===== src/rtl/core/dsp_pkg.sv =====
`default_nettype none

package dsp_pkg;

    // field widths of the channels and the register
    localparam int KIND_W        = 2;
    localparam int SLOT_FIELD_W  = 5;
    localparam int COUNT_FIELD_W = 6;
    localparam int TOTAL_W       = 7;

    // register reset value and the cap on reported slots per sweep
    localparam logic [TOTAL_W-1:0] TOTAL_RESET = 7'd64;
    localparam int MAX_RESULTS = 32;

    // command queue between the front and the back
    localparam int QUEUE_DEPTH = 2;

    // input kind codes
    localparam logic [KIND_W-1:0] KIND_SPAWN  = 2'd0;
    localparam logic [KIND_W-1:0] KIND_RETIRE = 2'd1;
    localparam logic [KIND_W-1:0] KIND_SWEEP  = 2'd2;

    // decoded operation
    typedef enum logic [1:0] {
        OP_SPAWN  = 2'd0,
        OP_RETIRE = 2'd1,
        OP_SWEEP  = 2'd2,
        OP_NOP    = 2'd3
    } op_t;

    typedef struct packed {
        op_t                     op;
        logic                    side;
        logic [SLOT_FIELD_W-1:0] slot;
    } cmd_t;

    // front to queue
    typedef struct packed {
        logic valid;
        cmd_t cmd;
    } q_push_t;

    // queue to back
    typedef struct packed {
        logic valid;
        cmd_t cmd;
    } q_head_t;

endpackage

`default_nettype wire


===== src/rtl/core/dsp_if.sv =====
`default_nettype none

// request channel: one beat per command
interface dsp_req_if import dsp_pkg::*; ();
    logic                    valid;
    logic                    ready;
    logic [KIND_W-1:0]       kind;
    logic                    side;
    logic [SLOT_FIELD_W-1:0] slot;

    modport source (output valid, output kind, output side, output slot, input ready);
    modport sink   (input valid, input kind, input side, input slot, output ready);
endinterface

// response channel: one beat per result
interface dsp_rsp_if import dsp_pkg::*; ();
    logic                     valid;
    logic                     ready;
    logic                     ok;
    logic [SLOT_FIELD_W-1:0]  slot_index;
    logic                     pool_side;
    logic [COUNT_FIELD_W-1:0] active_count;
    logic                     last;

    modport source (output valid, output ok, output slot_index, output pool_side,
                    output active_count, output last, input ready);
    modport sink   (input valid, input ok, input slot_index, input pool_side,
                    input active_count, input last, output ready);
endinterface

`default_nettype wire


===== src/rtl/core/dual_slot_pool_allocator.sv =====
`default_nettype none

// channel   dir  handshake        payload
// req       in   valid / ready    kind, side, slot
// rsp       out  valid / ready    ok, slot_index, pool_side, active_count, last
// cfg       in   cfg_we           cfg_wdata (total capacity)
//
// spawn runs the idle, spawn and spawn-finish states, retire the idle and single states, after
// the front stage and queue. sweep reads and checks each entry, moving the tail into dead ones,
// then reads and reports each slot, paced by the single read port of the active list memory.
// reset and capacity writes take effect at once; next-free links carry valid bits.
// a 2-deep command queue and the result register let each side stall on its own.
module dual_slot_pool_allocator import dsp_pkg::*; #(
    parameter int POOL_SLOTS = 32
) (
    input  wire logic               clk,
    input  wire logic               rst_n,
    input  wire logic               cfg_we,
    input  wire logic [TOTAL_W-1:0] cfg_wdata,
    dsp_req_if.sink                 req,
    dsp_rsp_if.source               rsp
);

    q_push_t push;
    q_head_t head;
    logic    q_full;
    logic    pop;

    // accept and classify
    dsp_front u_front (
        .clk    (clk),
        .rst_n  (rst_n),
        .req    (req),
        .q_full (q_full),
        .push   (push)
    );

    // decoupling queue
    dsp_cmd_fifo u_queue (
        .clk   (clk),
        .rst_n (rst_n),
        .push  (push),
        .full  (q_full),
        .head  (head),
        .pop   (pop)
    );

    // pool state and execution
    dsp_back #(.POOL_SLOTS(POOL_SLOTS)) u_back (
        .clk       (clk),
        .rst_n     (rst_n),
        .cfg_we    (cfg_we),
        .cfg_wdata (cfg_wdata),
        .head      (head),
        .pop       (pop),
        .rsp       (rsp)
    );

endmodule

`default_nettype wire


===== src/rtl/core/dsp_ram.sv =====
`default_nettype none

module dsp_ram #(
    parameter int WIDTH = 8,
    parameter int DEPTH = 64
) (
    input  wire logic                     clk,
    input  wire logic                     wr_en,
    input  wire logic [$clog2(DEPTH)-1:0] wr_addr,
    input  wire logic [WIDTH-1:0]         wr_data,
    input  wire logic                     rd_en,
    input  wire logic [$clog2(DEPTH)-1:0] rd_addr,
    output logic      [WIDTH-1:0]         rd_data
);

    logic [WIDTH-1:0] mem [DEPTH];

    // one write port, one registered read port
    always_ff @(posedge clk)
    begin
        if (wr_en)
        begin
            mem[wr_addr] <= wr_data;
        end
        if (rd_en)
        begin
            rd_data <= mem[rd_addr];
        end
    end

endmodule

`default_nettype wire


===== src/rtl/core/dsp_front.sv =====
`default_nettype none

module dsp_front import dsp_pkg::*; (
    input  wire logic clk,
    input  wire logic rst_n,
    dsp_req_if.sink   req,
    input  wire logic q_full,
    output q_push_t   push
);

    logic stg_valid_reg;
    logic stg_valid_next;
    cmd_t stg_cmd_reg;
    cmd_t stg_cmd_next;
    logic take;
    logic drain;
    op_t  op_dec;

    // classify the incoming kind
    always_comb
    begin
        unique case (req.kind)
            KIND_SPAWN:  op_dec = OP_SPAWN;
            KIND_RETIRE: op_dec = OP_RETIRE;
            KIND_SWEEP:  op_dec = OP_SWEEP;
            default:     op_dec = OP_NOP;
        endcase
    end

    // one staging register ahead of the queue
    assign drain     = stg_valid_reg && !q_full;
    assign req.ready = !stg_valid_reg || !q_full;
    assign take      = req.valid && req.ready;

    always_comb
    begin
        stg_valid_next = stg_valid_reg;
        stg_cmd_next   = stg_cmd_reg;
        if (take)
        begin
            stg_valid_next    = 1'b1;
            stg_cmd_next.op   = op_dec;
            stg_cmd_next.side = req.side;
            stg_cmd_next.slot = req.slot;
        end
        else if (drain)
        begin
            stg_valid_next = 1'b0;
        end
    end

    always_ff @(posedge clk or negedge rst_n)
    begin
        if (!rst_n)
        begin
            stg_valid_reg <= 1'b0;
        end
        else
        begin
            stg_valid_reg <= stg_valid_next;
        end
    end

    always_ff @(posedge clk)
    begin
        stg_cmd_reg <= stg_cmd_next;
    end

    assign push.valid = stg_valid_reg;
    assign push.cmd   = stg_cmd_reg;

endmodule

`default_nettype wire


===== src/rtl/core/dsp_cmd_fifo.sv =====
`default_nettype none

module dsp_cmd_fifo import dsp_pkg::*; (
    input  wire logic    clk,
    input  wire logic    rst_n,
    input  wire q_push_t push,
    output logic         full,
    output q_head_t      head,
    input  wire logic    pop
);

    localparam int PTR_W = (QUEUE_DEPTH > 1) ? $clog2(QUEUE_DEPTH) : 1;
    localparam int CNT_W = $clog2(QUEUE_DEPTH + 1);
    localparam logic [PTR_W-1:0] PTR_LAST = PTR_W'(QUEUE_DEPTH - 1);

    cmd_t             mem_reg [QUEUE_DEPTH];
    logic [PTR_W-1:0] wr_ptr_reg;
    logic [PTR_W-1:0] wr_ptr_next;
    logic [PTR_W-1:0] rd_ptr_reg;
    logic [PTR_W-1:0] rd_ptr_next;
    logic [CNT_W-1:0] count_reg;
    logic [CNT_W-1:0] count_next;
    logic             do_push;
    logic             do_pop;

    assign full       = (count_reg == CNT_W'(QUEUE_DEPTH));
    assign head.valid = (count_reg != '0);
    assign head.cmd   = mem_reg[rd_ptr_reg];
    assign do_push    = push.valid && !full;
    assign do_pop     = pop && head.valid;

    // pointer and fill bookkeeping
    always_comb
    begin
        wr_ptr_next = wr_ptr_reg;
        rd_ptr_next = rd_ptr_reg;
        count_next  = count_reg;
        if (do_push)
        begin
            wr_ptr_next = (wr_ptr_reg == PTR_LAST) ? '0 : wr_ptr_reg + PTR_W'(1);
        end
        if (do_pop)
        begin
            rd_ptr_next = (rd_ptr_reg == PTR_LAST) ? '0 : rd_ptr_reg + PTR_W'(1);
        end
        if (do_push && !do_pop)
        begin
            count_next = count_reg + CNT_W'(1);
        end
        else if (do_pop && !do_push)
        begin
            count_next = count_reg - CNT_W'(1);
        end
    end

    always_ff @(posedge clk or negedge rst_n)
    begin
        if (!rst_n)
        begin
            wr_ptr_reg <= '0;
            rd_ptr_reg <= '0;
            count_reg  <= '0;
        end
        else
        begin
            wr_ptr_reg <= wr_ptr_next;
            rd_ptr_reg <= rd_ptr_next;
            count_reg  <= count_next;
        end
    end

    // entry storage
    always_ff @(posedge clk)
    begin
        if (do_push)
        begin
            mem_reg[wr_ptr_reg] <= push.cmd;
        end
    end

endmodule

`default_nettype wire


===== src/rtl/core/dsp_back.sv =====
`default_nettype none

module dsp_back import dsp_pkg::*; #(
    parameter int POOL_SLOTS = 32
) (
    input  wire logic               clk,
    input  wire logic               rst_n,
    input  wire logic               cfg_we,
    input  wire logic [TOTAL_W-1:0] cfg_wdata,
    input  wire q_head_t            head,
    output logic                    pop,
    dsp_rsp_if.source               rsp
);

    localparam int SLOT_W    = $clog2(POOL_SLOTS);
    localparam int CNT_W     = $clog2(POOL_SLOTS + 1);
    localparam int ADDR_W    = SLOT_W + 1;
    localparam int RAM_DEPTH = 2 ** ADDR_W;
    localparam int NF_W      = SLOT_W + 1;
    localparam int KW        = CNT_W + 1;
    localparam int SUM_W     = $clog2(2 * POOL_SLOTS + 1);
    localparam int CAPW      = (SUM_W > TOTAL_W) ? SUM_W : TOTAL_W;
    localparam int RW        = (CNT_W > SLOT_FIELD_W) ? CNT_W : SLOT_FIELD_W;

    // split the total capacity between the two pools
    function automatic logic [2*CNT_W-1:0] split_cap(input logic [TOTAL_W-1:0] tc);
        logic [CAPW-1:0] c;
        logic [CAPW-1:0] c0;
        c = CAPW'(tc);
        if (c > CAPW'(2 * POOL_SLOTS))
        begin
            c = CAPW'(2 * POOL_SLOTS);
        end
        c0 = c >> 1;
        return {CNT_W'(c - c0), CNT_W'(c0)};
    endfunction

    localparam logic [2*CNT_W-1:0] CAP_RST = split_cap(TOTAL_RESET);

    typedef enum logic [9:0] {
        ST_IDLE      = 10'b0000000001,
        ST_SPAWN     = 10'b0000000010,
        ST_SPAWN_FIN = 10'b0000000100,
        ST_SINGLE    = 10'b0000001000,
        ST_W_RD      = 10'b0000010000,
        ST_W_CHK     = 10'b0000100000,
        ST_W_MV      = 10'b0001000000,
        ST_E_RD      = 10'b0010000000,
        ST_E_OUT     = 10'b0100000000,
        ST_SPARE     = 10'b1000000000
    } state_t;

    state_t               state_reg;
    state_t               state_next;
    cmd_t                 cmd_reg;
    cmd_t                 cmd_next;
    logic [CNT_W-1:0]     cap_reg [2];
    logic [CNT_W-1:0]     cap_next [2];
    logic [SLOT_W-1:0]    fh_reg [2];
    logic [SLOT_W-1:0]    fh_next [2];
    logic                 he_reg [2];
    logic                 he_next [2];
    logic [CNT_W-1:0]     len_reg [2];
    logic [CNT_W-1:0]     len_next [2];
    logic [RAM_DEPTH-1:0] alive_reg;
    logic [RAM_DEPTH-1:0] alive_next;
    logic [RAM_DEPTH-1:0] nfv_reg;
    logic [RAM_DEPTH-1:0] nfv_next;
    logic [CNT_W-1:0]     i_reg;
    logic [CNT_W-1:0]     i_next;
    logic [SLOT_W-1:0]    spawn_idx_reg;
    logic [SLOT_W-1:0]    spawn_idx_next;
    logic                 nf_hit_reg;
    logic                 nf_hit_next;
    logic                 out_valid_reg;
    logic                 out_valid_next;
    logic                 ok_reg;
    logic                 ok_next;
    logic [SLOT_FIELD_W-1:0]  slot_out_reg;
    logic [SLOT_FIELD_W-1:0]  slot_out_next;
    logic                     side_out_reg;
    logic                     side_out_next;
    logic [COUNT_FIELD_W-1:0] count_out_reg;
    logic [COUNT_FIELD_W-1:0] count_out_next;
    logic                     last_reg;
    logic                     last_next;

    // ram ports
    logic              list_we;
    logic [ADDR_W-1:0] list_wa;
    logic [SLOT_W-1:0] list_wd;
    logic              list_re;
    logic [ADDR_W-1:0] list_ra;
    logic [SLOT_W-1:0] list_rd;
    logic              nf_we;
    logic [ADDR_W-1:0] nf_wa;
    logic [NF_W-1:0]   nf_wd;
    logic              nf_re;
    logic [ADDR_W-1:0] nf_ra;
    logic [NF_W-1:0]   nf_rd;

    // working views of the addressed pool
    logic              s;
    logic [CNT_W-1:0]  cur_len;
    logic [CNT_W-1:0]  cur_cap;
    logic [SLOT_W-1:0] cur_fh;
    logic              cur_he;
    logic              can_load;
    logic              spawn_fail;
    logic              retire_hit;
    logic [CNT_W-1:0]  nxt_cnt;
    logic              fb_more;
    logic [KW-1:0]     k_inc;
    logic              emit_last;
    logic [CNT_W-1:0]  len_dec;
    logic [ADDR_W-1:0] idx_addr;
    logic [2*CNT_W-1:0] cfg_caps;

    dsp_ram #(.WIDTH(SLOT_W), .DEPTH(RAM_DEPTH)) u_list_ram (
        .clk     (clk),
        .wr_en   (list_we),
        .wr_addr (list_wa),
        .wr_data (list_wd),
        .rd_en   (list_re),
        .rd_addr (list_ra),
        .rd_data (list_rd)
    );

    dsp_ram #(.WIDTH(NF_W), .DEPTH(RAM_DEPTH)) u_next_free_ram (
        .clk     (clk),
        .wr_en   (nf_we),
        .wr_addr (nf_wa),
        .wr_data (nf_wd),
        .rd_en   (nf_re),
        .rd_addr (nf_ra),
        .rd_data (nf_rd)
    );

    assign s          = cmd_reg.side;
    assign cur_len    = len_reg[s];
    assign cur_cap    = cap_reg[s];
    assign cur_fh     = fh_reg[s];
    assign cur_he     = he_reg[s];
    assign can_load   = !out_valid_reg || rsp.ready;
    assign spawn_fail = cur_he || (cur_len >= CNT_W'(POOL_SLOTS));
    assign retire_hit = (RW'(cmd_reg.slot) < RW'(cur_cap))
                        && alive_reg[{s, SLOT_W'(cmd_reg.slot)}];
    assign nxt_cnt    = CNT_W'(spawn_idx_reg) + CNT_W'(1);
    assign fb_more    = nxt_cnt < cur_cap;
    assign k_inc      = {1'b0, i_reg} + KW'(1);
    assign emit_last  = (k_inc == {1'b0, cur_len}) || (k_inc == KW'(MAX_RESULTS));
    assign len_dec    = cur_len - CNT_W'(1);
    assign idx_addr   = {s, list_rd};
    assign cfg_caps   = split_cap(cfg_wdata);

    // sequencer
    always_comb
    begin
        state_next     = state_reg;
        cmd_next       = cmd_reg;
        cap_next       = cap_reg;
        fh_next        = fh_reg;
        he_next        = he_reg;
        len_next       = len_reg;
        alive_next     = alive_reg;
        nfv_next       = nfv_reg;
        i_next         = i_reg;
        spawn_idx_next = spawn_idx_reg;
        nf_hit_next    = nf_hit_reg;
        out_valid_next = rsp.ready ? 1'b0 : out_valid_reg;
        ok_next        = ok_reg;
        slot_out_next  = slot_out_reg;
        side_out_next  = side_out_reg;
        count_out_next = count_out_reg;
        last_next      = last_reg;
        pop            = 1'b0;
        list_we        = 1'b0;
        list_wa        = '0;
        list_wd        = '0;
        list_re        = 1'b0;
        list_ra        = '0;
        nf_we          = 1'b0;
        nf_wa          = '0;
        nf_wd          = '0;
        nf_re          = 1'b0;
        nf_ra          = '0;

        unique case (state_reg)
            ST_IDLE:
            begin
                if (head.valid)
                begin
                    pop      = 1'b1;
                    cmd_next = head.cmd;
                    i_next   = '0;
                    unique case (head.cmd.op)
                        OP_SPAWN: state_next = ST_SPAWN;
                        OP_SWEEP: state_next = ST_W_RD;
                        default:  state_next = ST_SINGLE;
                    endcase
                end
            end

            // pop the free head, append to the active list
            ST_SPAWN:
            begin
                if (spawn_fail)
                begin
                    state_next = ST_SINGLE;
                end
                else
                begin
                    list_we                 = 1'b1;
                    list_wa                 = {s, cur_len[SLOT_W-1:0]};
                    list_wd                 = cur_fh;
                    nf_re                   = 1'b1;
                    nf_ra                   = {s, cur_fh};
                    nf_hit_next             = nfv_reg[{s, cur_fh}];
                    spawn_idx_next          = cur_fh;
                    alive_next[{s, cur_fh}] = 1'b1;
                    len_next[s]             = cur_len + CNT_W'(1);
                    state_next              = ST_SPAWN_FIN;
                end
            end

            // advance the free head, unwritten links follow slot order
            ST_SPAWN_FIN:
            begin
                if (can_load)
                begin
                    out_valid_next = 1'b1;
                    ok_next        = 1'b1;
                    slot_out_next  = SLOT_FIELD_W'(spawn_idx_reg);
                    side_out_next  = s;
                    count_out_next = COUNT_FIELD_W'(cur_len);
                    last_next      = 1'b1;
                    if (nf_hit_reg)
                    begin
                        fh_next[s] = nf_rd[SLOT_W-1:0];
                        he_next[s] = nf_rd[SLOT_W];
                    end
                    else if (fb_more)
                    begin
                        fh_next[s] = SLOT_W'(nxt_cnt);
                        he_next[s] = 1'b0;
                    end
                    else
                    begin
                        fh_next[s] = '0;
                        he_next[s] = 1'b1;
                    end
                    state_next = ST_IDLE;
                end
            end

            // retire, failed spawn, empty sweep and unused kinds
            ST_SINGLE:
            begin
                if (can_load)
                begin
                    out_valid_next = 1'b1;
                    ok_next        = (cmd_reg.op == OP_RETIRE) && retire_hit;
                    slot_out_next  = (cmd_reg.op == OP_RETIRE) ? cmd_reg.slot : '0;
                    side_out_next  = s;
                    count_out_next = COUNT_FIELD_W'(cur_len);
                    last_next      = 1'b1;
                    if ((cmd_reg.op == OP_RETIRE) && retire_hit)
                    begin
                        alive_next[{s, SLOT_W'(cmd_reg.slot)}] = 1'b0;
                    end
                    state_next = ST_IDLE;
                end
            end

            // walk: fetch the entry at the cursor
            ST_W_RD:
            begin
                if (i_reg < cur_len)
                begin
                    list_re    = 1'b1;
                    list_ra    = {s, i_reg[SLOT_W-1:0]};
                    state_next = ST_W_CHK;
                end
                else if (cur_len == '0)
                begin
                    state_next = ST_SINGLE;
                end
                else
                begin
                    i_next     = '0;
                    state_next = ST_E_RD;
                end
            end

            // walk: keep live slots, free dead ones and fetch the tail
            ST_W_CHK:
            begin
                if (alive_reg[idx_addr])
                begin
                    i_next     = i_reg + CNT_W'(1);
                    state_next = ST_W_RD;
                end
                else
                begin
                    list_re            = 1'b1;
                    list_ra            = {s, len_dec[SLOT_W-1:0]};
                    nf_we              = 1'b1;
                    nf_wa              = idx_addr;
                    nf_wd              = {cur_he, cur_fh};
                    nfv_next[idx_addr] = 1'b1;
                    fh_next[s]         = list_rd;
                    he_next[s]         = 1'b0;
                    len_next[s]        = len_dec;
                    state_next         = ST_W_MV;
                end
            end

            // walk: tail entry moves into the hole
            ST_W_MV:
            begin
                list_we    = 1'b1;
                list_wa    = {s, i_reg[SLOT_W-1:0]};
                list_wd    = list_rd;
                state_next = ST_W_RD;
            end

            // report: the compacted list holds the live slots in walk order
            ST_E_RD:
            begin
                list_re    = 1'b1;
                list_ra    = {s, i_reg[SLOT_W-1:0]};
                state_next = ST_E_OUT;
            end

            ST_E_OUT:
            begin
                if (can_load)
                begin
                    out_valid_next = 1'b1;
                    ok_next        = 1'b1;
                    slot_out_next  = SLOT_FIELD_W'(list_rd);
                    side_out_next  = s;
                    count_out_next = COUNT_FIELD_W'(cur_len);
                    last_next      = emit_last;
                    if (emit_last)
                    begin
                        state_next = ST_IDLE;
                    end
                    else
                    begin
                        i_next     = i_reg + CNT_W'(1);
                        state_next = ST_E_RD;
                    end
                end
            end

            default:
            begin
                state_next = ST_IDLE;
            end
        endcase

        // capacity write rebuilds both pools
        if (cfg_we)
        begin
            cap_next[0] = cfg_caps[CNT_W-1:0];
            cap_next[1] = cfg_caps[2*CNT_W-1:CNT_W];
            fh_next[0]  = '0;
            fh_next[1]  = '0;
            he_next[0]  = (cfg_caps[CNT_W-1:0] == '0);
            he_next[1]  = (cfg_caps[2*CNT_W-1:CNT_W] == '0);
            len_next[0] = '0;
            len_next[1] = '0;
            alive_next  = '0;
            nfv_next    = '0;
        end
    end

    always_ff @(posedge clk or negedge rst_n)
    begin
        if (!rst_n)
        begin
            state_reg     <= ST_IDLE;
            cap_reg[0]    <= CAP_RST[CNT_W-1:0];
            cap_reg[1]    <= CAP_RST[2*CNT_W-1:CNT_W];
            fh_reg[0]     <= '0;
            fh_reg[1]     <= '0;
            he_reg[0]     <= (CAP_RST[CNT_W-1:0] == '0);
            he_reg[1]     <= (CAP_RST[2*CNT_W-1:CNT_W] == '0);
            len_reg[0]    <= '0;
            len_reg[1]    <= '0;
            alive_reg     <= '0;
            nfv_reg       <= '0;
            i_reg         <= '0;
            nf_hit_reg    <= 1'b0;
            out_valid_reg <= 1'b0;
        end
        else
        begin
            state_reg     <= state_next;
            cap_reg       <= cap_next;
            fh_reg        <= fh_next;
            he_reg        <= he_next;
            len_reg       <= len_next;
            alive_reg     <= alive_next;
            nfv_reg       <= nfv_next;
            i_reg         <= i_next;
            nf_hit_reg    <= nf_hit_next;
            out_valid_reg <= out_valid_next;
        end
    end

    // payload registers
    always_ff @(posedge clk)
    begin
        cmd_reg       <= cmd_next;
        spawn_idx_reg <= spawn_idx_next;
        ok_reg        <= ok_next;
        slot_out_reg  <= slot_out_next;
        side_out_reg  <= side_out_next;
        count_out_reg <= count_out_next;
        last_reg      <= last_next;
    end

    assign rsp.valid        = out_valid_reg;
    assign rsp.ok           = ok_reg;
    assign rsp.slot_index   = slot_out_reg;
    assign rsp.pool_side    = side_out_reg;
    assign rsp.active_count = count_out_reg;
    assign rsp.last         = last_reg;

endmodule

`default_nettype wire

===== src/flat_wrapper.sv =====
// flat-port wrapper written by rule: the top's interface ports become plain ports
module dual_slot_pool_allocator_flat import dsp_pkg::*;
#(
    parameter int POOL_SLOTS = 32
)
  (clk, rst_n, cfg_we, cfg_wdata, req_valid, req_kind, req_side, req_slot, req_ready, rsp_valid, rsp_ok, rsp_slot_index, rsp_pool_side, rsp_active_count, rsp_last, rsp_ready);
  dsp_req_if req_i ();
  dsp_rsp_if rsp_i ();
  input  wire logic clk;
  input  wire logic rst_n;
  input  wire logic cfg_we;
  input  wire logic [TOTAL_W-1:0] cfg_wdata;
  input wire logic [$bits(req_i.valid)-1:0] req_valid;
  input wire logic [$bits(req_i.kind)-1:0] req_kind;
  input wire logic [$bits(req_i.side)-1:0] req_side;
  input wire logic [$bits(req_i.slot)-1:0] req_slot;
  output wire logic [$bits(req_i.ready)-1:0] req_ready;
  output wire logic [$bits(rsp_i.valid)-1:0] rsp_valid;
  output wire logic [$bits(rsp_i.ok)-1:0] rsp_ok;
  output wire logic [$bits(rsp_i.slot_index)-1:0] rsp_slot_index;
  output wire logic [$bits(rsp_i.pool_side)-1:0] rsp_pool_side;
  output wire logic [$bits(rsp_i.active_count)-1:0] rsp_active_count;
  output wire logic [$bits(rsp_i.last)-1:0] rsp_last;
  input wire logic [$bits(rsp_i.ready)-1:0] rsp_ready;
  assign req_i.valid = req_valid;
  assign req_i.kind = req_kind;
  assign req_i.side = req_side;
  assign req_i.slot = req_slot;
  assign req_ready = req_i.ready;
  assign rsp_valid = rsp_i.valid;
  assign rsp_ok = rsp_i.ok;
  assign rsp_slot_index = rsp_i.slot_index;
  assign rsp_pool_side = rsp_i.pool_side;
  assign rsp_active_count = rsp_i.active_count;
  assign rsp_last = rsp_i.last;
  assign rsp_i.ready = rsp_ready;
  dual_slot_pool_allocator #(.POOL_SLOTS(POOL_SLOTS)) u_core (.clk(clk), .rst_n(rst_n), .cfg_we(cfg_we), .cfg_wdata(cfg_wdata), .req(req_i), .rsp(rsp_i));
endmodule

===== config.mk =====
export PLATFORM = sky130hd
export DESIGN_NAME = dual_slot_pool_allocator_flat
export DESIGN_NICKNAME = d
export VERILOG_FILES = /design/src/rtl/core/dsp_pkg.sv /design/src/rtl/core/dsp_if.sv /design/src/rtl/core/dual_slot_pool_allocator.sv /design/src/rtl/core/dsp_ram.sv /design/src/rtl/core/dsp_front.sv /design/src/rtl/core/dsp_cmd_fifo.sv /design/src/rtl/core/dsp_back.sv /design/src/flat_wrapper.sv
export SDC_FILE = /design/constraint.sdc
export NUM_CORES = 1
export LEC_CHECK = 0
export BUFFER_PORTS_ARGS = -buffer_cell sky130_fd_sc_hd__buf_2
export CELL_PAD_IN_SITES_DETAIL_PLACEMENT = 1
export CELL_PAD_IN_SITES_GLOBAL_PLACEMENT = 1
export CORE_ASPECT_RATIO = 0.9
export CORE_MARGIN = 4
export CORE_UTILIZATION = 52
export DETAILED_ROUTE_END_ITERATION = 7
export PLACE_DENSITY_LB_ADDON = 0.2
export SETUP_SLACK_MARGIN = 0.15
export SLEW_MARGIN = 20
export SYNTH_ARGS = -nofsm -noshare
export SYNTH_HDL_FRONTEND = slang
export SYNTH_SLANG_ARGS = --single-unit

===== constraint.sdc =====
create_clock -name clk -period 6.8 [get_ports clk]
set_clock_uncertainty 0.15 [all_clocks]
set_input_delay 1.02 -clock clk [delete_from_list [all_inputs] [get_ports clk]]
set_output_delay 1.02 -clock clk [all_outputs]
set_load 0.005 [all_outputs]

# After elaboration in Yosys (flattened, before gate mapping)
# Memory sizes are Yosys's and may differ from the RTL's. A register that Yosys moved wholly into a read port is not among the register bits.
# Index checks and enable logic that the tools add are counted.
[op_classes] n_addsub=10 n_mul=0 div_mod_pow=0 n_lt_le_gt_ge=13 n_eq_ne=32 shift=0 muxes=126 n_bitwise=11 reduce_logical=51
[op_table] cell="64-bit two-way mux" count=7
[op_table] cell="6-bit two-way mux" count=22
[op_table] cell="64-bit bitwise OR" count=2
[op_table] cell="64-bit one-hot mux with 2 select lines" count=1
[op_table] cell="10-bit two-way mux" count=8
[op_table] cell="10-bit one-hot mux with 8 select lines" count=1
[op_table] cell="64-bit AND" count=1
[op_table] cell="64-bit NOT" count=1
[op_table] cell="5-bit two-way mux" count=9
[op_table] cell="12-bit two-way mux" count=3
[op_table] cell="1-bit two-way mux" count=33
[op_table] cell="10-bit bitwise mux" count=3
[op_table] cell="12-bit bitwise mux" count=2
[op_table] cell="8-bit two-way mux" count=3
[op_table] cell="12-bit one-hot mux with 2 select lines" count=1
[op_table] cell="6-bit one-hot mux with 4 select lines" count=1
[op_table] cell="6-bit by 7-bit less-than comparator with 1-bit output, second input constant" count=3
[op_table] cell="10-bit one-hot mux with 2 select lines" count=1
[op_table] cell="5-bit one-hot mux with 2 select lines" count=2
[op_table] cell="1-bit binary-select mux with 6-bit select" count=3
[op_table] cell="1-bit demux with 6-bit select" count=3
[op_table] cell="6-bit by 1-bit greater-or-equal comparator with 1-bit output, second input constant" count=3
[op_table] cell="6-bit logical NOT" count=3
[op_table] cell="6-bit one-hot mux with 3 select lines" count=1
[op_table] cell="other kinds (63)" count=126
[totals] reg_bits=222 latchBits=0 ramBits=720 romBits=0 output_inout_bits=16 word_cells=276 mem_count=3
[memory_table] memory="u_core.u_back.u_next_free_ram.mem" words=64 width=6 rd=1 rd_ports_with_merged_regs=1 write_ports=1 line="dsp_ram.sv:16" text="logic [WIDTH-1:0] mem [DEPTH];"
[memory_table] memory="u_core.u_back.u_list_ram.mem" words=64 width=5 rd=1 rd_ports_with_merged_regs=1 write_ports=1 line="dsp_ram.sv:16"
[memory_table] memory="u_core.u_queue.mem_reg" words=2 width=8 rd=1 rd_ports_with_merged_regs=0 write_ports=1 line="dsp_cmd_fifo.sv:16" text="cmd_t mem_reg [QUEUE_DEPTH];"

# Depth between registers and ports, before layout
# Gate-level depths: netlist (run 1).
[logic_depth] depth_word=12 mapped_depth=19

# Modules after synthesis
# A second synthesis (run 1) with hierarchy kept.
[hier_totals] hier_cells=2947 hier_area_um2=42954.9
[modules_own_cells] mod="dsp_ram (u_core.u_back.u_next_free_ram)" n_inst=1 cells_per_inst=720 area_per_inst_um2=15285.9 seq_area_each_um2=11711.2
[modules_own_cells] mod="dsp_back" n_inst=1 cells_per_inst=1526 area_per_inst_um2=13646.8 seq_area_each_um2=5343.9
[modules_own_cells] mod="dsp_ram (u_core.u_back.u_list_ram)" n_inst=1 cells_per_inst=642 area_per_inst_um2=12936.2 seq_area_each_um2=9759.4
[modules_own_cells] mod="dsp_cmd_fifo" n_inst=1 cells_per_inst=44 area_per_inst_um2=783.3 seq_area_each_um2=580.6
[modules_own_cells] mod="dsp_front" n_inst=1 cells_per_inst=15 area_per_inst_um2=302.8 seq_area_each_um2=265.3

# Worst setup path after synthesis (run 1)
# OpenSTA, ideal clock, no wires.
[synth_timing] kind="register -> register" start="reg u_core.u_back.cmd_reg, in the netlist u_core.u_back.s" end="mem u_core.u_back.u_list_ram.mem[0][2] (netlist bit), data pin" setup_ns=0.702 t_arrival_ns=4.147 path_slack_ns=1.802 path_stages_with_launch=8 path_buffers=3 synth_period_minus_slack_ns=4.998 cell_sequence="edfxtp_1 -> buf_4 -> buf_4 -> mux2i_1 -> and2_0 -> nand2_1 -> clkbuf_1 -> o21ai_0"
[synth_via] elab_chain_len=8 elab_cells_between_ends=14 classes_between="order compare (1); mux (11); bitwise (1); reduce/logical (1)"
[synth_rtl] item="start, declared" line="dsp_back.sv:55" text="cmd_t cmd_reg;"
[synth_rtl] item="start signal, assigned" line="dsp_back.sv:416" text="cmd_reg <= cmd_next;"
[synth_rtl] item="1-bit NOT with 2-bit output (not written as such) *" line="dsp_back.sv:140, dsp_back.sv:142, dsp_back.sv:143"
[synth_rtl] item="6-bit two-way mux (not written as such) (3 in series)" line="dsp_back.sv:140" text="assign cur_len = len_reg[s];"
[synth_rtl] item="6-bit greater-or-equal comparator" line="dsp_back.sv:145" text="assign spawn_fail = cur_he || (cur_len >= CNT_W'(POOL_SLOTS));"
[synth_rtl] item="1-bit logical OR" line="dsp_back.sv:145"
[synth_rtl] item="5-bit two-way mux *" line="dsp_back.sv:207" text="if (spawn_fail)"
[synth_rtl] item="5-bit one-hot mux with 2 select lines *" line="dsp_back.sv:188" text="unique case (state_reg)"
[synth_rtl] item="named net u_core.u_back.list_wd[2]" line="dsp_back.sv:91" text="logic [SLOT_W-1:0] list_wd;"
[synth_rtl] item="end, declared" line="dsp_ram.sv:16"
# Mark *: on every way through the listed nets, which the timed path passes. The rest lies on a longest branch. The select of a mux whose other input is x is not followed.

# Final worst setup path (run 1)
[layout_timing] start="reg u_core.u_back.cmd_reg, in the netlist u_core.u_back.s" end="reg u_core.u_back.u_list_ram.rd_data[0], read port of u_core.u_back.u_list_ram.mem, data pin"
[layout_via] elab_chain_len=7 elab_cells_between_ends=14 classes_between="add/sub (1); order compare (1); mux (11); bitwise (1)"
[layout_rtl] item="1-bit NOT with 2-bit output (not written as such)" line="dsp_back.sv:140"
[layout_rtl] item="6-bit two-way mux (not written as such) (3 in series)" line="dsp_back.sv:140"
[layout_rtl] item="6-bit by 1-bit subtractor with 6-bit output / 6-bit less-than comparator (equally long branches)" line="dsp_back.sv:152, dsp_back.sv:278"
[layout_rtl] item="6-bit two-way mux (tied with other cells)" line="dsp_back.sv:298" text="if (alive_reg[idx_addr])"
[layout_rtl] item="6-bit one-hot mux with 3 select lines / 1-bit one-hot mux with 3 select lines (equally long branches)" line="dsp_back.sv:188"
[layout_rtl] item="end, declared" line="dsp_ram.sv:13" text="output logic [WIDTH-1:0] rd_data"
# Parallel ways exist; a longest one is shown, timed or not. The select of a mux whose other input is x is not followed.
# A chain may end at the register's enable or synchronous reset.

==> run summary, run 1 <==
Outcome - finished, final reports clean
Final period utilization - 78.8%
Largest net degree at the start of global routing - 85
TritonCTS buffer count - 98
First-pass GRT wire length - 206000 um
WP data arrival - 5600 ps
Number of synthesized register bits - 952
Hpwl dp - 88500 um
Power per cell area - 299 mW/mm^2
Reg clk slew, reported paths - 60 ps
Post-Syn Nets - 3606
Clk_lat worst skew - 690 ps
Antenna Nets Post-Route - 0
P_leak - 16.8 nW
Ys flop type - edfxtp_1
EDFF count, synth - 766
Initial antenna violation count - 1
Chip height - 279 um
Routed len/inst - 29.2 um
Cells after Synth - 3557
Slew Viols, Final - 0
Asr flop ratio synth - 19.5%
CTS tree - yes
WS Path Type - reg2reg
Relative slew slack - 20.8%
Final nets - 3600
Ys Warns - 0
Die W - 309 um
Die area - 0.0860 mm^2
Clock Path Buffers - 3
Grt ovf - 0
Vias/cell - 6.59
GRT Total Usage - 31.6%
DR iter-0 viols - 3728
Max-Cap Viols - 0
Final TNS setup - 0 ps
Max reg flops - 384
Distinct cells, synth - 89
Area grow syn2layout - 11.0%
Max Freq - 187 MHz
Post-Syn Area - 0.0423 mm^2
Share of layout cells above drive strength 1 - 10.7%
Gp weighted congestion - 0.903
Io pins - 36
Worst vdd ir - 230 uV
Clock Sinks - 952
Most common cell after layout, fill and taps aside - edfxtp_1
Hold_ws - 187 ps
DRT Wirelength - 137000 um
Starting Density - 52.8%
Max H-tree Level - 3
Tmin final - 5360 ps
Final Hold Viols - 0
Worst-margin pin slew - 1190 ps
CTS root buf - clkbuf_16
Vias - 30900
Core area - 0.0801 mm^2
Site row count - 98
DRT Pass-1 Iters - 6
Number of gates resized after CTS - 0
CP endpoint kind - flip-flop
Max FO, Critical Path - 31
Hold WC Path Type - in2async
RSZ-0062 raised after global routing - false
Post-synthesis sequential area ratio - 65.4%
Post-CTS Setup Repair Bufs - 0
DR DRC count - 0
PortBufs - 35
Syn_area_per_cell - 11.9 um^2
Critical Path RT - 7040 ps
Most frequent cells in the layout - edfxtp_1 (766), nand2_1 (592), nor2_1 (340)
Vias in the first global route - 32200
Hold_buf cts - 0
# setup viols final - 0
CP Launch Type - flip-flop
==> cell families (layout without fill, tap and decap cells) <==
group | Yosys count | after routing | share of synthesized area [%]
muxes | 206 | 206 | 5.14
adders and majority gates | 29 | 29 | 0.875
buffers and inverters | 258 | 338 | 2.66
AOI/OAI and AO/OA | 661 | 661 | 10.3
and+or+nand+nor | 1417 | 1417 | 14.9
xor gates and xnor gates | 34 | 34 | 0.704
other | 0 | 1 | 0
DFF | 952 | 952 | 65.4
==> metrics by stage <==
step / utilization [%] / instances / setup slack, ps / power, mW / area [um^2]
final: 58.7 / 4688 / 1440 / 14.1 / 47000
after global routing: 58.7 / 4687 / 1190 / 14.5 / 47000
after CTS: 58.7 / 4687 / 1530 / 14.1 / 47000
after detailed placement: 54.5 / 4501 / 1520 / 8.50 / 43600
after global placement: 54.4 / 4500 / 1610 / 8.40 / 43600
after floorplan: - / 3557 / 1800 / 7.79 / 42300
==> cell type report <==
class | count | area, um^2
Antenna cell | 1 | 2.50
Timing Repair Buffer | 116 | 847
Clock inverter | 64 | 744
Multi-Input combinational cell | 2347 | 13700
Sequential cell | 952 | 27700
Inverter | 36 | 135
Fill cell | 8001 | 33100
Tap cell | 1050 | 1310
Clock buffer | 122 | 2620
==> synthesized netlist by cell type (8+ instances only) <==
cell type	instances	area share, %
edfxtp_1	766	54
nand2_1	596	5.3
nor2_1	346	3.1
o21ai_0	224	2.6
dfrtp_1	183	11
nand3_1	175	2.1
mux2i_1	159	3.8
clkbuf_1	124	1.1
a21oi_1	85	1.0
a31oi_1	82	1.2
nor2b_1	82	1.2
buf_2	57	0.67
and3_1	44	0.65
o221ai_1	41	0.85
mux2_2	40	1.1
a211oi_1	37	0.66
nor3_1	34	0.40
nand4_1	32	0.47
inv_1	31	0.27
ha_1	28	0.83
nand2b_1	27	0.40
xnor2_1	26	0.54
o211ai_1	25	0.44
buf_1	23	0.20
a22oi_1	21	0.37
or3_1	17	0.25
and2_1	16	0.24
o21ba_2	14	0.33
a221oi_1	13	0.27
buf_4	13	0.23
nor3b_1	13	0.23
o22ai_1	12	0.18
a311oi_1	10	0.21
o31ai_1	10	0.18
a21o_1	8	0.14
xor2_1	8	0.17
==> worst max-delay path: stages (launching register included) <==
cell and delay [ps]:
edfxtp_1 360, buf_4 290, mux2i_1 680, ha_1 240, nand3_1 80, a21oi_1 310
nor3_1 150, o21ai_0 500, o31a_2 630, buf_4 450, nand3_1 100, and3_1 180
a221o_1 290, o31ai_1 420, a21oi_1 190
==> power by group <==
part	total, mW	switching (mW)	internal (mW)
Clock	5.62	2.36	3.26
Combinational	1.83	1.28	0.556
Sequential	6.61	0.189	6.42
Total	14.1	3.83	10.2
==> worst paths after layout <==
| kind | from | end | slack, ps | cells past startpoint |
|---|---|---|---|---|
| max | u_core.u_back.s | u_core.u_back.u_list_ram.rd_data[0] | 1440 | 14 |
| min | rst_n | u_core.u_back.nfv_reg[25] | 190 | 1 |
| max reg2reg | u_core.u_back.s | u_core.u_back.u_list_ram.rd_data[0] | 1440 | 14 |
| min reg2reg | u_core.u_front.push[7] | u_core.u_queue.mem_reg[1][7] | 300 | 0 |
| max in group asynchronous | rst_n | u_core.u_back.alive_reg[38] | 5110 | 2 |
| min in group clk | u_core.u_front.push[7] | u_core.u_queue.mem_reg[1][7] | 300 | 0 |
==> layer usage <==
layer	track usage, %	vias to the layer above	wire length [um]
li1	-	13100	-
met1	44.1	15800	55800
met2	50.2	1634	64200
met3	6.17	359	11900
met4	10.8	0	5010
met5	0	-	0
No activity file was read; power rests on OpenSTA's default activity.
==> inputs of run 2 (changes only) <==
--- a/config.mk
+++ b/config.mk
@@ -5,12 +5,13 @@
 export SDC_FILE = /design/constraint.sdc
 export NUM_CORES = 1
 export LEC_CHECK = 0
+export ABC_AREA = 1
 export BUFFER_PORTS_ARGS = -buffer_cell sky130_fd_sc_hd__buf_2
 export CELL_PAD_IN_SITES_DETAIL_PLACEMENT = 1
 export CELL_PAD_IN_SITES_GLOBAL_PLACEMENT = 1
 export CORE_ASPECT_RATIO = 0.9
 export CORE_MARGIN = 4
-export CORE_UTILIZATION = 52
+export CORE_UTILIZATION = 51
 export DETAILED_ROUTE_END_ITERATION = 7
 export PLACE_DENSITY_LB_ADDON = 0.2
 export SETUP_SLACK_MARGIN = 0.15
==> constraint.sdc (replaced) <==
create_clock -name clk -period 5.55 [get_ports clk]
set_clock_uncertainty 0.15 [all_clocks]
set_input_delay 0.8325 -clock clk [delete_from_list [all_inputs] [get_ports clk]]
set_output_delay 0.8325 -clock clk [all_outputs]
set_load 0.005 [all_outputs]
==> run 2 against run 1 <==
  * Sequential share of layout area fell by 2.7 points
  * Worst hold slack got worse by 170 ps
  * Non-clock buffer count fell by 7
  * Highest routed layer unchanged
==> run summary, run 2 <==
DRT Wirelength - 150000 um
Worst path cell trace - nand2_1, o21ai_2, inv_1, ha_1, nand2_1, nor2_1, o21ai_0, o211ai_1, o21ai_1, nand2_1, inv_1, nor2_4, buf_4, nand3_1, nand3_1, nand3_1, nand3_1, nand3_1, nand2_1
Max Freq - 200 MHz
Worst vdd ir - 338 uV
Fillers - 9409
TritonCTS buffer count - 101
Most common cell after layout, fill and taps aside - edfxtp_1
Yosys top cell area share - 51.7%
Final instance area - 0.0492 mm^2
Ys Warns - 0
RR Startpoint - u_core.u_back.s
Number of gates resized after CTS - 0
Slowest stage delay, CP - 860 ps
Max-Cap Viols - 0
EDFF count, synth - 766
# setup viols final - 0
Routed len/inst - 26.9 um
Ys flop type - edfxtp_1
Die W - 319 um
CTS tree - yes
XOR/XNOR Fraction of Synth Area - 0.492%
Synth area leaders - edfxtp_1 (52%), dfrtp_1 (10%), nand3_1 (6.5%)
Post-synthesis adder-cell area fraction - 0.833%
Max reg flops - 384
Syn_area_per_cell - 10.1 um^2
Clk_lat worst skew - 700 ps
Reg clk slew, reported paths - 70 ps
Asr flop ratio synth - 19.5%
Initial antenna violation count - 1
Most frequent cells after synthesis - edfxtp_1 (766), nand2_1 (706), nand3_1 (576)
Most frequent cell after synthesis - edfxtp_1
Outcome - finished, final reports clean
RSZ-0062 raised after global routing - false
Chip height - 288 um
P_leak - 18.4 nW
Hpwl dp - 91000 um
WS Path Type - reg2reg
Clock Path Buffers - 3
Post-Syn Area - 0.0445 mm^2
Max FO, Critical Path - 45
Largest family of logic cells by synthesized area - simple AND/OR/NAND/NOR gates
Site row count - 102
Area grow syn2layout - 10.7%
Final TNS setup - 0 ps
PortBufs - 35
Post-synthesis mux area share - 0.222%
Post-synthesis compound-gate area fraction - 10.3%
Power per cell area - 410 mW/mm^2
Share of layout cells above drive strength 1 - 7.78%
Vias - 35500
Post-synthesis sequential area ratio - 62.2%
Critical Path RT - 5950 ps
Post-Synth Simple-Gate Area - 19.5%
Most common cell on crit path - nand3_1
DR DRC count - 0
Distinct cells, synth - 60
Post-Syn Nets - 4449
Starting Density - 51.5%
Core area - 0.0863 mm^2
Area after DPL - 0.0458 mm^2
Slew Viols, Final - 0
Io pins - 36
Gp weighted congestion - 0.870
Vias/cell - 6.36
Tmin final - 5000 ps
Die area - 0.0920 mm^2
Pre-CTS setup slack - 568 ps
Hold WC Path Type - in2async
CP endpoint kind - flip-flop
CP Launch Type - flip-flop
Largest net degree at the start of global routing - 171
Grt ovf - 0
Relative slew slack - 23.7%
Vias in the first global route - 36500
Antenna Nets Post-Route - 0
Final Hold Viols - 0
Number of synthesized register bits - 952
DRT Pass-1 Iters - 6
Most frequent cells in the layout - edfxtp_1 (766), nand2_1 (703), nand3_1 (575)
Worst setup path startpoint - u_core.u_back.s
CTS root buf - clkbuf_16
Final nets - 4402
CP max-delay cell - edfxtp_1
Fin worst setup slack - 547 ps
DR iter-0 viols - 3856
First-pass GRT wire length - 228000 um
Clock Sinks - 952
Cell taking the most area after synthesis - edfxtp_1
Cells after Synth - 4400
Antenna diode count - 0
WP data arrival - 5400 ps
Worst-margin pin slew - 1140 ps
GRT Total Usage - 32.2%
Max H-tree Level - 3
Final period utilization - 90.1%
run 2: cell count changes after synthesis, moves of 80 or more:
cell,delta
inv_1,+387
mux2i_1,-157
nand2_1,+110
nand3_1,+401
nand3b_1,+126
nor2b_1,-82
o21ai_0,+80
o22ai_1,+134
run 2: cell families after synthesis:
family | count (synthesis)
buffers and inverters | 697
adders and majority gates | 29
DFF | 952
muxes | 9
xor gates and xnor gates | 25
AOI/OAI and AO/OA | 787
and+or+nand+nor | 1901
run 2: worst paths after layout:
| path | depth (start not counted) | to | slack, ps |
|---|---|---|---|
| max in group asynchronous | 2 | u_core.u_queue.count_reg[1] | 4070 |
| setup reg to reg | 19 | u_core.u_back.u_list_ram.rd_data[2] | 550 |
| hold / removal | 1 | u_core.u_back.nfv_reg[23] | 10 |
| min in group clk | 1 | u_core.u_front.push[1] | 180 |
| setup / recovery | 19 | u_core.u_back.u_list_ram.rd_data[2] | 550 |
| hold reg to reg | 0 | u_core.u_queue.mem_reg[1][0] | 300 |
run 2: per-stage QoR:
stage                     utilization [%]  cells  power [mW]  hold WS, ps
after global placement               53.0   5392        13.0          272
after global routing                 57.0   5581        20.9         56.7
after detailed placement             53.0   5392        13.1          286
after floorplan                         -   4400        11.3          271
final                                57.0   5581        20.2         14.1
after CTS                            57.0   5579        20.1         22.6
run 2: power by group:
group | internal, mW | switching, mW
clock | 4.06 | 2.98
combinational | 1.09 | 3.75
sequential | 8.02 | 0.291
run 2: layout make-up:
cell class	instances	area (um^2)	area share (%)
flip-flops and latches	952	27700	56.2
multi-input cells	2752	14200	28.8
clock buffers	133	2820	5.74
inverters	437	1650	3.35
well taps	1144	1430	2.91
repair buffers	109	897	1.82
clock inverters	54	594	1.21
run 2: layer usage:
| metal | GRT usage, % | share of wire, % | routed length [um] |
|---|---|---|---|
| met1 | 44.8 | 41 | 62000 |
| met2 | 52.0 | 47 | 70800 |
| met3 | 4.87 | 7.9 | 11800 |
| met4 | 11.3 | 3.5 | 5250 |
| met5 | 0 | 0 | 0 |
run 2: timing repair:
| item | in CTS | in global routing |
|---|---|---|
| setup buffers | 0 | 0 |
| hold buffers | 0 | 0 |
| setup endpoints to repair | 0 | 3 |
run 2: worst max-delay path, delay by kind of cell (launching register included):
family / cells / cell delay [ps]
adders and majority gates: 1 / 320
AOI/OAI and AO/OA: 4 / 690
DFF: 1 / 860
and+or+nand+nor: 11 / 1820
buffers and inverters: 3 / 1000
